**src/design/tqs_pkg.sv**
```systemverilog
// Package for the thread queue scheduler.
// Holds field widths, default parameter values, request and status codes, the sequencer
// state type and the result record. No dependencies.
package tqs_pkg;

    localparam int unsigned THREAD_COUNT_DEF = 8;
    localparam int unsigned TICK_WIDTH_DEF   = 16;

    localparam int unsigned REQ_W   = 3;
    localparam int unsigned TICKS_W = 16;
    localparam int unsigned CHAR_W  = 8;
    localparam int unsigned STAT_W  = 2;
    localparam int unsigned ID_W    = 3;
    localparam int unsigned CNT_W   = 4;

    typedef enum logic [REQ_W-1:0] {
        REQ_CREATE = 3'd0,
        REQ_SLEEP  = 3'd1,
        REQ_WAIT   = 3'd2,
        REQ_KILL   = 3'd3,
        REQ_SCHED  = 3'd4,
        REQ_TICK   = 3'd5,
        REQ_FEED   = 3'd6
    } t_req;

    typedef enum logic [STAT_W-1:0] {
        ST_OK      = 2'd0,
        ST_NO_FREE = 2'd1,
        ST_NO_RUN  = 2'd2,
        ST_NO_WAIT = 2'd3
    } t_status;

    typedef enum logic [2:0] {
        S_IDLE,
        S_EXEC,
        S_CREATE,
        S_SCHED,
        S_FEED,
        S_TICK,
        S_RESP
    } t_state;

    typedef struct packed {
        t_status           status;
        logic [ID_W-1:0]   thread_id;
        logic [CHAR_W-1:0] delivered_char;
        logic              running_valid;
        logic [ID_W-1:0]   running_id;
        logic [CNT_W-1:0]  ready_count;
        logic [CNT_W-1:0]  sleeping_count;
        logic [CNT_W-1:0]  waiting_count;
        logic [CNT_W-1:0]  free_count;
    } t_rsp;

endpackage

```
**src/design/tqs_if.sv**
```systemverilog
// Handshake channels of the thread queue scheduler: request in, result out.
// Depends on tqs_pkg for the field widths.
interface tqs_req_if import tqs_pkg::*; ();
    logic               valid;
    logic               ready;
    logic [REQ_W-1:0]   req_type;
    logic [TICKS_W-1:0] sleep_ticks;
    logic [CHAR_W-1:0]  char_value;

    modport source (output valid, req_type, sleep_ticks, char_value, input ready);
    modport sink   (input valid, req_type, sleep_ticks, char_value, output ready);
endinterface

interface tqs_rsp_if import tqs_pkg::*; ();
    logic              valid;
    logic              ready;
    logic [STAT_W-1:0] status;
    logic [ID_W-1:0]   thread_id;
    logic [CHAR_W-1:0] delivered_char;
    logic              running_valid;
    logic [ID_W-1:0]   running_id;
    logic [CNT_W-1:0]  ready_count;
    logic [CNT_W-1:0]  sleeping_count;
    logic [CNT_W-1:0]  waiting_count;
    logic [CNT_W-1:0]  free_count;

    modport source (output valid, status, thread_id, delivered_char, running_valid,
                    running_id, ready_count, sleeping_count, waiting_count, free_count,
                    input ready);
    modport sink   (input valid, status, thread_id, delivered_char, running_valid,
                    running_id, ready_count, sleeping_count, waiting_count, free_count,
                    output ready);
endinterface

```
**src/design/thread_queue_scheduler.sv**
```systemverilog
// Thread queue scheduler: free stack, ready deque, wait FIFO, sleep counters, running slot.
// Sleep, wait, kill and failed requests pass from the execute state to the result state;
// create, schedule and feed pass through a state of their own between the two, and tick walks the sleep
// counter memory one slot per cycle before the result. One item at a time; the next is taken
// only after its result is loaded, and a result that has not been taken holds off the load.
// Synchronous reset frees every slot at once.
module thread_queue_scheduler import tqs_pkg::*; #(
    parameter int unsigned THREAD_COUNT = THREAD_COUNT_DEF,
    parameter int unsigned TICK_WIDTH   = TICK_WIDTH_DEF
) (
    input logic   i_clk,
    input logic   i_rst_n,
    tqs_req_if.sink   i_req,
    tqs_rsp_if.source o_rsp
);

    localparam int unsigned N  = THREAD_COUNT;
    localparam int unsigned SW = $clog2(N);
    localparam int unsigned CW = $clog2(N + 1);
    localparam int unsigned TW = TICK_WIDTH;

    // State registers.
    t_state             r_state, n_state;
    logic [REQ_W-1:0]   r_req, n_req;
    logic [TW-1:0]      r_ticks, n_ticks;
    logic [CHAR_W-1:0]  r_char, n_char;
    logic [CW-1:0]      r_idx, n_idx;
    t_status            r_status, n_status;
    logic [SW-1:0]      r_tid, n_tid;
    logic [CHAR_W-1:0]  r_dchar, n_dchar;
    logic [SW-1:0]      r_rd_head, n_rd_head;
    logic [CW-1:0]      r_rd_cnt, n_rd_cnt;
    logic [CW-1:0]      r_fs_cnt, n_fs_cnt;
    logic [N-1:0]       r_fs_wr, n_fs_wr;
    logic [SW-1:0]      r_wf_head, n_wf_head;
    logic [CW-1:0]      r_wf_cnt, n_wf_cnt;
    logic [N-1:0]       r_sl_flag, n_sl_flag;
    logic [CW-1:0]      r_sl_cnt, n_sl_cnt;
    logic [SW-1:0]      r_run_slot, n_run_slot;
    logic               r_run_flag, n_run_flag;
    logic               r_out_valid, n_out_valid;
    t_rsp               r_rsp, n_rsp;

    // Memory ports.
    logic          rq_we, fq_we, wq_we, sl_we;
    logic [SW-1:0] rq_waddr, fq_waddr, wq_waddr, sl_waddr;
    logic [SW-1:0] rq_wdata, fq_wdata, wq_wdata;
    logic [TW-1:0] sl_wdata;
    logic [SW-1:0] rq_raddr, fq_raddr, wq_raddr, sl_raddr;
    logic [SW-1:0] rq_rdata, fq_rdata, wq_rdata;
    logic [TW-1:0] sl_rdata;

    logic          in_acc;
    logic          out_free;
    logic [SW-1:0] free_top;
    logic [SW-1:0] rd_tail;
    logic [SW-1:0] rd_head_dec;
    logic [SW-1:0] tick_slot;
    logic [TW-1:0] sl_dec;

    function automatic logic [SW-1:0] wrap_sum(input logic [SW-1:0] a, input logic [CW-1:0] b);
        logic [CW:0] s;
        s = (CW+1)'(a) + (CW+1)'(b);
        if (s >= (CW+1)'(N)) begin
            s = s - (CW+1)'(N);
        end
        return s[SW-1:0];
    endfunction

    function automatic logic [SW-1:0] wrap_inc(input logic [SW-1:0] a);
        return (a == SW'(N - 1)) ? '0 : a + SW'(1);
    endfunction

    tqs_ram #(.DEPTH(N), .WIDTH(SW)) u_ready_mem (
        .i_clk(i_clk), .i_we(rq_we), .i_waddr(rq_waddr), .i_wdata(rq_wdata),
        .i_raddr(rq_raddr), .o_rdata(rq_rdata)
    );

    tqs_ram #(.DEPTH(N), .WIDTH(SW)) u_free_mem (
        .i_clk(i_clk), .i_we(fq_we), .i_waddr(fq_waddr), .i_wdata(fq_wdata),
        .i_raddr(fq_raddr), .o_rdata(fq_rdata)
    );

    tqs_ram #(.DEPTH(N), .WIDTH(SW)) u_wait_mem (
        .i_clk(i_clk), .i_we(wq_we), .i_waddr(wq_waddr), .i_wdata(wq_wdata),
        .i_raddr(wq_raddr), .o_rdata(wq_rdata)
    );

    tqs_ram #(.DEPTH(N), .WIDTH(TW)) u_sleep_mem (
        .i_clk(i_clk), .i_we(sl_we), .i_waddr(sl_waddr), .i_wdata(sl_wdata),
        .i_raddr(sl_raddr), .o_rdata(sl_rdata)
    );

    assign i_req.ready = (r_state == S_IDLE);
    assign in_acc      = i_req.valid && (r_state == S_IDLE);
    assign out_free    = !r_out_valid || o_rsp.ready;

    // Reads are issued continuously from the queue pointers; the registered data is used in
    // the cycle after, when the pointers have not moved yet.
    assign rq_raddr = r_rd_head;
    assign wq_raddr = r_wf_head;
    assign fq_raddr = SW'(r_fs_cnt - CW'(1));
    assign sl_raddr = SW'(r_idx);

    // A free-stack entry never written since reset holds its initial slot number.
    assign free_top    = r_fs_wr[fq_raddr] ? fq_rdata : SW'(N - 1) - fq_raddr;
    assign rd_tail     = wrap_sum(r_rd_head, r_rd_cnt);
    assign rd_head_dec = (r_rd_head == '0) ? SW'(N - 1) : r_rd_head - SW'(1);
    assign tick_slot   = SW'(r_idx - CW'(1));
    assign sl_dec      = (sl_rdata != '0) ? sl_rdata - TW'(1) : '0;

    // Next state.
    always_comb begin
        n_state = r_state;
        case (r_state)
            S_IDLE: begin
                if (in_acc) begin
                    n_state = S_EXEC;
                end
            end
            S_EXEC: begin
                case (r_req)
                    REQ_CREATE: n_state = (r_fs_cnt != '0) ? S_CREATE : S_RESP;
                    REQ_SCHED:  n_state = (r_rd_cnt != '0) ? S_SCHED : S_RESP;
                    REQ_FEED:   n_state = (r_wf_cnt != '0) ? S_FEED : S_RESP;
                    REQ_TICK:   n_state = S_TICK;
                    default:    n_state = S_RESP;
                endcase
            end
            S_CREATE, S_SCHED, S_FEED: begin
                n_state = S_RESP;
            end
            S_TICK: begin
                if (r_idx == CW'(N)) begin
                    n_state = S_RESP;
                end
            end
            S_RESP: begin
                if (out_free) begin
                    n_state = S_IDLE;
                end
            end
            default: n_state = S_IDLE;
        endcase
    end

    // Datapath and memory controls.
    always_comb begin
        n_req       = r_req;
        n_ticks     = r_ticks;
        n_char      = r_char;
        n_idx       = r_idx;
        n_status    = r_status;
        n_tid       = r_tid;
        n_dchar     = r_dchar;
        n_rd_head   = r_rd_head;
        n_rd_cnt    = r_rd_cnt;
        n_fs_cnt    = r_fs_cnt;
        n_fs_wr     = r_fs_wr;
        n_wf_head   = r_wf_head;
        n_wf_cnt    = r_wf_cnt;
        n_sl_flag   = r_sl_flag;
        n_sl_cnt    = r_sl_cnt;
        n_run_slot  = r_run_slot;
        n_run_flag  = r_run_flag;
        n_out_valid = r_out_valid && !o_rsp.ready;
        n_rsp       = r_rsp;
        rq_we = 1'b0;  rq_waddr = '0;  rq_wdata = '0;
        fq_we = 1'b0;  fq_waddr = '0;  fq_wdata = '0;
        wq_we = 1'b0;  wq_waddr = '0;  wq_wdata = '0;
        sl_we = 1'b0;  sl_waddr = '0;  sl_wdata = '0;

        case (r_state)
            S_IDLE: begin
                if (in_acc) begin
                    n_req    = i_req.req_type;
                    n_ticks  = TW'(i_req.sleep_ticks);
                    n_char   = i_req.char_value;
                    n_idx    = '0;
                    n_status = ST_OK;
                    n_tid    = '0;
                    n_dchar  = '0;
                end
            end
            S_EXEC: begin
                case (r_req)
                    REQ_CREATE: begin
                        if (r_fs_cnt == '0) begin
                            n_status = ST_NO_FREE;
                        end
                    end
                    REQ_SLEEP: begin
                        if (!r_run_flag) begin
                            n_status = ST_NO_RUN;
                        end else begin
                            sl_we                 = 1'b1;
                            sl_waddr              = r_run_slot;
                            sl_wdata              = r_ticks;
                            n_sl_flag[r_run_slot] = 1'b1;
                            n_sl_cnt              = r_sl_cnt + CW'(1);
                            n_run_flag            = 1'b0;
                            n_run_slot            = '0;
                        end
                    end
                    REQ_WAIT: begin
                        if (!r_run_flag) begin
                            n_status = ST_NO_RUN;
                        end else begin
                            wq_we      = 1'b1;
                            wq_waddr   = wrap_sum(r_wf_head, r_wf_cnt);
                            wq_wdata   = r_run_slot;
                            n_wf_cnt   = r_wf_cnt + CW'(1);
                            n_run_flag = 1'b0;
                            n_run_slot = '0;
                        end
                    end
                    REQ_KILL: begin
                        if (!r_run_flag) begin
                            n_status = ST_NO_RUN;
                        end else begin
                            fq_we             = 1'b1;
                            fq_waddr          = SW'(r_fs_cnt);
                            fq_wdata          = r_run_slot;
                            n_fs_wr[fq_waddr] = 1'b1;
                            n_fs_cnt          = r_fs_cnt + CW'(1);
                            n_run_flag        = 1'b0;
                            n_run_slot        = '0;
                        end
                    end
                    REQ_FEED: begin
                        if (r_wf_cnt == '0) begin
                            n_status = ST_NO_WAIT;
                        end
                    end
                    REQ_TICK: begin
                        // Slot 0 is being read now; the walk starts with the next index.
                        n_idx = CW'(1);
                    end
                    default: begin
                    end
                endcase
            end
            S_CREATE: begin
                rq_we    = 1'b1;
                rq_waddr = rd_tail;
                rq_wdata = free_top;
                n_rd_cnt = r_rd_cnt + CW'(1);
                n_fs_cnt = r_fs_cnt - CW'(1);
                n_tid    = free_top;
            end
            S_SCHED: begin
                n_rd_head = wrap_inc(r_rd_head);
                if (r_run_flag) begin
                    // The old tail position is the new tail once the head has moved on.
                    rq_we    = 1'b1;
                    rq_waddr = rd_tail;
                    rq_wdata = r_run_slot;
                end else begin
                    n_rd_cnt = r_rd_cnt - CW'(1);
                end
                n_run_slot = rq_rdata;
                n_run_flag = 1'b1;
            end
            S_FEED: begin
                n_wf_head = wrap_inc(r_wf_head);
                n_wf_cnt  = r_wf_cnt - CW'(1);
                rq_we     = 1'b1;
                rq_waddr  = rd_head_dec;
                rq_wdata  = wq_rdata;
                n_rd_head = rd_head_dec;
                n_rd_cnt  = r_rd_cnt + CW'(1);
                n_tid     = wq_rdata;
                n_dchar   = r_char;
            end
            S_TICK: begin
                // The counter of the previous index arrives while the next one is read.
                if (r_sl_flag[tick_slot]) begin
                    sl_we    = 1'b1;
                    sl_waddr = tick_slot;
                    sl_wdata = sl_dec;
                    if (sl_dec == '0) begin
                        n_sl_flag[tick_slot] = 1'b0;
                        n_sl_cnt             = r_sl_cnt - CW'(1);
                        rq_we                = 1'b1;
                        rq_waddr             = rd_head_dec;
                        rq_wdata             = tick_slot;
                        n_rd_head            = rd_head_dec;
                        n_rd_cnt             = r_rd_cnt + CW'(1);
                    end
                end
                n_idx = r_idx + CW'(1);
            end
            S_RESP: begin
                if (out_free) begin
                    n_out_valid          = 1'b1;
                    n_rsp.status         = r_status;
                    n_rsp.thread_id      = ID_W'(r_tid);
                    n_rsp.delivered_char = r_dchar;
                    n_rsp.running_valid  = r_run_flag;
                    n_rsp.running_id     = r_run_flag ? ID_W'(r_run_slot) : '0;
                    n_rsp.ready_count    = CNT_W'(r_rd_cnt);
                    n_rsp.sleeping_count = CNT_W'(r_sl_cnt);
                    n_rsp.waiting_count  = CNT_W'(r_wf_cnt);
                    n_rsp.free_count     = CNT_W'(r_fs_cnt);
                end
            end
            default: begin
            end
        endcase
    end

    always_ff @(posedge i_clk) begin
        if (!i_rst_n) begin
            r_state     <= S_IDLE;
            r_rd_head   <= '0;
            r_rd_cnt    <= '0;
            r_fs_cnt    <= CW'(N);
            r_fs_wr     <= '0;
            r_wf_head   <= '0;
            r_wf_cnt    <= '0;
            r_sl_flag   <= '0;
            r_sl_cnt    <= '0;
            r_run_slot  <= '0;
            r_run_flag  <= 1'b0;
            r_out_valid <= 1'b0;
        end else begin
            r_state     <= n_state;
            r_rd_head   <= n_rd_head;
            r_rd_cnt    <= n_rd_cnt;
            r_fs_cnt    <= n_fs_cnt;
            r_fs_wr     <= n_fs_wr;
            r_wf_head   <= n_wf_head;
            r_wf_cnt    <= n_wf_cnt;
            r_sl_flag   <= n_sl_flag;
            r_sl_cnt    <= n_sl_cnt;
            r_run_slot  <= n_run_slot;
            r_run_flag  <= n_run_flag;
            r_out_valid <= n_out_valid;
        end
    end

    always_ff @(posedge i_clk) begin
        r_req    <= n_req;
        r_ticks  <= n_ticks;
        r_char   <= n_char;
        r_idx    <= n_idx;
        r_status <= n_status;
        r_tid    <= n_tid;
        r_dchar  <= n_dchar;
        r_rsp    <= n_rsp;
    end

    assign o_rsp.valid          = r_out_valid;
    assign o_rsp.status         = r_rsp.status;
    assign o_rsp.thread_id      = r_rsp.thread_id;
    assign o_rsp.delivered_char = r_rsp.delivered_char;
    assign o_rsp.running_valid  = r_rsp.running_valid;
    assign o_rsp.running_id     = r_rsp.running_id;
    assign o_rsp.ready_count    = r_rsp.ready_count;
    assign o_rsp.sleeping_count = r_rsp.sleeping_count;
    assign o_rsp.waiting_count  = r_rsp.waiting_count;
    assign o_rsp.free_count     = r_rsp.free_count;

endmodule

```
**src/design/tqs_ram.sv**
```systemverilog
// Simple dual-port memory with one write port and one registered read port.
// Used for the slot queues and the sleep counters. No dependencies.
module tqs_ram #(
    parameter int unsigned DEPTH = 8,
    parameter int unsigned WIDTH = 3,
    parameter int unsigned AW    = (DEPTH > 1) ? $clog2(DEPTH) : 1
) (
    input  logic             i_clk,
    input  logic             i_we,
    input  logic [AW-1:0]    i_waddr,
    input  logic [WIDTH-1:0] i_wdata,
    input  logic [AW-1:0]    i_raddr,
    output logic [WIDTH-1:0] o_rdata
);

    logic [WIDTH-1:0] r_mem [DEPTH];
    logic [WIDTH-1:0] r_rdata;

    always_ff @(posedge i_clk) begin
        if (i_we) begin
            r_mem[i_waddr] <= i_wdata;
        end
        r_rdata <= r_mem[i_raddr];
    end

    assign o_rdata = r_rdata;

endmodule

```
**src/flat_wrapper.sv**
```systemverilog
// flat-port wrapper written by rule: the top's interface ports become plain ports
module thread_queue_scheduler_flat import tqs_pkg::*;
#(
    parameter int unsigned THREAD_COUNT = THREAD_COUNT_DEF,
    parameter int unsigned TICK_WIDTH   = TICK_WIDTH_DEF
)
  (i_clk, i_rst_n, i_req_valid, i_req_req_type, i_req_sleep_ticks, i_req_char_value, i_req_ready, o_rsp_valid, o_rsp_status, o_rsp_thread_id, o_rsp_delivered_char, o_rsp_running_valid, o_rsp_running_id, o_rsp_ready_count, o_rsp_sleeping_count, o_rsp_waiting_count, o_rsp_free_count, o_rsp_ready);
  tqs_req_if i_req_i ();
  tqs_rsp_if o_rsp_i ();
  input logic i_clk;
  input logic i_rst_n;
  input wire logic [$bits(i_req_i.valid)-1:0] i_req_valid;
  input wire logic [$bits(i_req_i.req_type)-1:0] i_req_req_type;
  input wire logic [$bits(i_req_i.sleep_ticks)-1:0] i_req_sleep_ticks;
  input wire logic [$bits(i_req_i.char_value)-1:0] i_req_char_value;
  output wire logic [$bits(i_req_i.ready)-1:0] i_req_ready;
  output wire logic [$bits(o_rsp_i.valid)-1:0] o_rsp_valid;
  output wire logic [$bits(o_rsp_i.status)-1:0] o_rsp_status;
  output wire logic [$bits(o_rsp_i.thread_id)-1:0] o_rsp_thread_id;
  output wire logic [$bits(o_rsp_i.delivered_char)-1:0] o_rsp_delivered_char;
  output wire logic [$bits(o_rsp_i.running_valid)-1:0] o_rsp_running_valid;
  output wire logic [$bits(o_rsp_i.running_id)-1:0] o_rsp_running_id;
  output wire logic [$bits(o_rsp_i.ready_count)-1:0] o_rsp_ready_count;
  output wire logic [$bits(o_rsp_i.sleeping_count)-1:0] o_rsp_sleeping_count;
  output wire logic [$bits(o_rsp_i.waiting_count)-1:0] o_rsp_waiting_count;
  output wire logic [$bits(o_rsp_i.free_count)-1:0] o_rsp_free_count;
  input wire logic [$bits(o_rsp_i.ready)-1:0] o_rsp_ready;
  assign i_req_i.valid = i_req_valid;
  assign i_req_i.req_type = i_req_req_type;
  assign i_req_i.sleep_ticks = i_req_sleep_ticks;
  assign i_req_i.char_value = i_req_char_value;
  assign i_req_ready = i_req_i.ready;
  assign o_rsp_valid = o_rsp_i.valid;
  assign o_rsp_status = o_rsp_i.status;
  assign o_rsp_thread_id = o_rsp_i.thread_id;
  assign o_rsp_delivered_char = o_rsp_i.delivered_char;
  assign o_rsp_running_valid = o_rsp_i.running_valid;
  assign o_rsp_running_id = o_rsp_i.running_id;
  assign o_rsp_ready_count = o_rsp_i.ready_count;
  assign o_rsp_sleeping_count = o_rsp_i.sleeping_count;
  assign o_rsp_waiting_count = o_rsp_i.waiting_count;
  assign o_rsp_free_count = o_rsp_i.free_count;
  assign o_rsp_i.ready = o_rsp_ready;
  thread_queue_scheduler #(.THREAD_COUNT(THREAD_COUNT), .TICK_WIDTH(TICK_WIDTH)) u_core (.i_clk(i_clk), .i_rst_n(i_rst_n), .i_req(i_req_i), .o_rsp(o_rsp_i));
endmodule
```
**config.mk**
```make
export PLATFORM = sky130hd
export DESIGN_NAME = thread_queue_scheduler_flat
export DESIGN_NICKNAME = d
export VERILOG_FILES = /design/src/design/tqs_pkg.sv /design/src/design/tqs_if.sv /design/src/design/thread_queue_scheduler.sv /design/src/design/tqs_ram.sv /design/src/flat_wrapper.sv
export SDC_FILE = /design/constraint.sdc
export NUM_CORES = 1
export LEC_CHECK = 0
export BUFFER_PORTS_ARGS = -buffer_cell sky130_fd_sc_hd__buf_4
export CAP_MARGIN = 20
export CORE_ASPECT_RATIO = 1.1
export CORE_UTILIZATION = 55
export DETAILED_ROUTE_END_ITERATION = 8
export PLACE_DENSITY = 0.72
export SLEW_MARGIN = 10
export SYNTH_ARGS = -nofsm -noshare
export SYNTH_HDL_FRONTEND = slang
export SYNTH_HIERARCHICAL = 1
export SYNTH_SLANG_ARGS = --single-unit
export TNS_END_PERCENT = 30
```
**constraint.sdc**
```tcl
create_clock -name i_clk -period 4.7 [get_ports i_clk]
set_input_delay 0.94 -clock i_clk [delete_from_list [all_inputs] [get_ports i_clk]]
set_output_delay 0.94 -clock i_clk [all_outputs]
set_load 0.005 [all_outputs]
```
==> flow_summary.yaml <==
outcome:
  status: "completed"
sta:
  layout_setup_ws_ns: 1.04
  worst_slew_margin_rel_pct: 31.2
  finClkSkew_ns: 0.0129
  fmax_mhz: 274
  fin_setup_tns_ns: 0
  report.final.slew_viol_count: 0
  period_needed_ns: 3.66
  hold_violations: 0
  rsz0062_at_grt: "false"
  tightest_slew_ns: 1.03
  period_share_pct: 77.8
  setup_viol: 0
global_routing:
  overflow: 0
  grt_pass1_wl_mm: 45.3
  grt_max_degree: 45
  antenna_found_initial: 0
  grt_pass1_vias: 8302
  grtUsageTotal_pct: 22.1
layout:
  area_delta_synth_final_pct: 14.4
  final_common_cell: "edfxtp_1"
  fin_area_um2: 16700
  layout_common_cells: "edfxtp_1, buf_4, nor2_1, dfxtp_1, nand2_1"
  diodes: 0
  layout-drive-gt1-share_pct: 18.0
  fin_nets: 1104
  fillers: 1887
  final_cells: 1425
min_path:
  hold_class: "reg -> reg"
floorplan:
  core_area_um2: 26100
  pin_count: 66
  die_h_um: 173
  fp-row-count: 62
  fp.dieArea_um2: 27200
  start_util_pct: 55.9
  die_w_um: 157
routing:
  dr.pass1.iters: 5
  met3_length_mm: 1.44
  via_count: 8254
  wl_met2_mm: 14.8
  dr.max_layer_used: "met4"
  drt_iter0_drc: 831
  antenna_left: 0
  wl_met1_mm: 12.1
  post_drt_via_cell_ratio: 5.79
  drc_errors: 0
  wire_per_inst_um: 20.3
  wl_mm: 29.0
critical_path:
  crit_top_cell: "nand2_1"
  critPathCapture: "u_core/u_ready_mem/r_mem[4][2]"
  reg2reg_slack_ns: 1.04
  start_kind: "flop"
  end_kind: "flop"
  arrival_ns: 3.82
  critPathLaunch: "u_core/r_idx[0]"
  reg2reg_depth: 11
  required_ns: 4.87
  cp_cell_sequence: "inv_1 -> ha_1 -> xor2_1 -> mux2_2 -> o2bb2ai_1 -> and3_1 -> nand2_1 -> a21oi_1 -> a22o_1 -> nand2_1 -> nor3_1"
  cp_slowest_cell: "xor2_1"
  critical-path-max-stage-delay_ns: 0.49
  rr_endpoint: "u_core/u_ready_mem/r_mem[4][2]"
  critical_path_class: "reg -> reg"
  r2r-start: "u_core/r_idx[0]"
  worst-path-max-fanout: 7
synth:
  syn_nets: 1015
  ys_warn_count: 6
  ys_seq_area_share_pct: 66.8
  yosysUniqueCellTypes: 61
  syn_area_um2: 14600
  synth_edf_count: 277
  synth-seq-cells: 348
  syn-mean-instance-area_um2: 15.3
  synth_cells: 956
  synthArstFlopShare_pct: 0
  synthFlopType: "edfxtp_1"
cts:
  cts_resized: 0
  post_cts_buffers: 0
  insertion_delay_ns: 0.51
  clkTransAtPathRegs_ns: 0.06
  cts_htree_levels: 2
  cts_tree: "done"
  cts_sinks: 348
  postCtsHoldBufs: 0
  clockBufferDepth: 3
  root_buffer: "clkbuf_16"
  cts_made_buffers: 36
power_and_ir_drop:
  p_leak_nw: 5.39
  peakVddDrop_mv: 0.354
  powerDensity_nw_per_um2: 517
place:
  gp_congestion: 0.861
  dp_slack_ns: 1.11
  dp.cells: 1359
  placed_area_um2: 15500
  numPortBuffers: 65
  post-dp-hpwl_mm: 19.4
run:
  drv_cap: 0
==> power breakdown <==
part	leakage, nW	internal, mW	switching [mW]
clock	0.570	1.65	1.12
combinational	1.98	0.816	1.10
sequential	2.84	3.65	0.281
==> cell type report <==
cell class	instances	area [µm²]	share of cell area [%]
well taps	352	440	2.64
flip-flops and latches	348	9740	58.4
inverters	30	113	0.675
clock inverters	19	181	1.09
multi-input cells	538	4530	27.2
repair buffers	91	683	4.10
clock buffers	47	985	5.91
==> registers in the layout, summed over array words and instances (netlist names), 8 cells and up <==
| register | cells |
|---|---|
| u_core/u_sleep_mem/r_mem | 128 |
| u_core/u_free_mem/r_mem | 24 |
| u_core/u_ready_mem/r_mem | 24 |
| u_core/u_wait_mem/r_mem | 24 |
| u_core/r_ticks | 16 |
| u_core/u_sleep_mem/o_rdata | 16 |
| u_core/o_rsp.delivered_char | 8 |
| u_core/r_char | 8 |
| u_core/r_dchar | 8 |
| u_core/r_fs_wr | 8 |
| u_core/r_sl_flag | 8 |
==> worst max-delay path: cells and delay by family, from the launching register on <==
family,cells,cell delay [ns]
flip-flops,1,0.38
XOR/XNOR,1,0.49
multiplexers,1,0.40
AO/OA/AOI/OAI,3,0.73
adder cells (fa/ha/maj),1,0.22
buffers and inverters,1,0.18
AND/OR/NAND/NOR,4,0.90
==> routing by layer <==
layer	global-route usage (%)	vias to the layer above
met5	0	-
met4	6.51	0
met3	3.36	47
met2	37.5	260
met1	29.4	4093
li1	-	3854
==> metrics by stage <==
step | hold WS (ns) | power [mW] | utilization, %
finish | 0.418 | 8.63 | 64.0
global route | 0.427 | 9.02 | 64.0
CTS | 0.420 | 8.68 | 64.0
detailed placement | 0.406 | 5.90 | 59.5
global placement | 0.401 | 5.88 | 59.5
floorplan | 0.400 | 5.41 | -
==> synth_stat cells (6+ instances only) <==
library cell | instances | area, µm²
edfxtp_1 | 277 | 8320
nor2_1 | 74 | 278
dfxtp_1 | 71 | 1420
nand2_1 | 58 | 218
mux4_1 | 46 | 1210
o21ai_0 | 40 | 200
a21oi_1 | 38 | 190
inv_1 | 29 | 109
mux2_2 | 27 | 304
nor3_1 | 27 | 135
clkbuf_1 | 24 | 90.1
ha_1 | 23 | 288
xnor2_1 | 22 | 193
nand2b_1 | 21 | 131
and2_1 | 15 | 93.8
and3_1 | 11 | 68.8
nand3_1 | 11 | 55.1
xor2_1 | 10 | 87.6
buf_6 | 8 | 90.1
nor2b_1 | 8 | 50.1
or3_1 | 8 | 50.1
a22o_1 | 7 | 61.3
a31oi_1 | 7 | 43.8
mux2i_1 | 7 | 70.1
nor4_1 | 7 | 43.8
mux4_2 | 6 | 135
o21a_1 | 6 | 45.0
==> worst min path at each step <==
| stage | startpoint | endpoint | slack, ns | cells past startpoint |
|---|---|---|---|---|
| global route | u_core/r_dchar[6] | u_core/o_rsp.delivered_char[6] | 0.43 | 0 |
| floorplan | u_core/r_dchar[0] | u_core/o_rsp.delivered_char[0] | 0.40 | 0 |
| CTS | u_core/r_dchar[7] | u_core/o_rsp.delivered_char[7] | 0.42 | 0 |
| detailed placement | u_core/r_dchar[7] | u_core/o_rsp.delivered_char[7] | 0.41 | 0 |
| global placement | u_core/r_dchar[7] | u_core/o_rsp.delivered_char[7] | 0.40 | 0 |
| finish | u_core/r_dchar[7] | u_core/o_rsp.delivered_char[7] | 0.42 | 0 |
==> cells by family (layout without fill, tap and decap cells) <==
kind of cell / count (synthesis) / in the layout / share of synthesized area, %
simple gates: 260 / 260 / 8.91
fa+ha+maj: 28 / 28 / 2.66
buf+inv: 70 / 187 / 2.24
compound gates: 132 / 132 / 5.70
flops: 348 / 348 / 66.8
xor+xnor: 32 / 32 / 1.92
mux: 86 / 86 / 11.8
(Power assumes the default switching activity.)
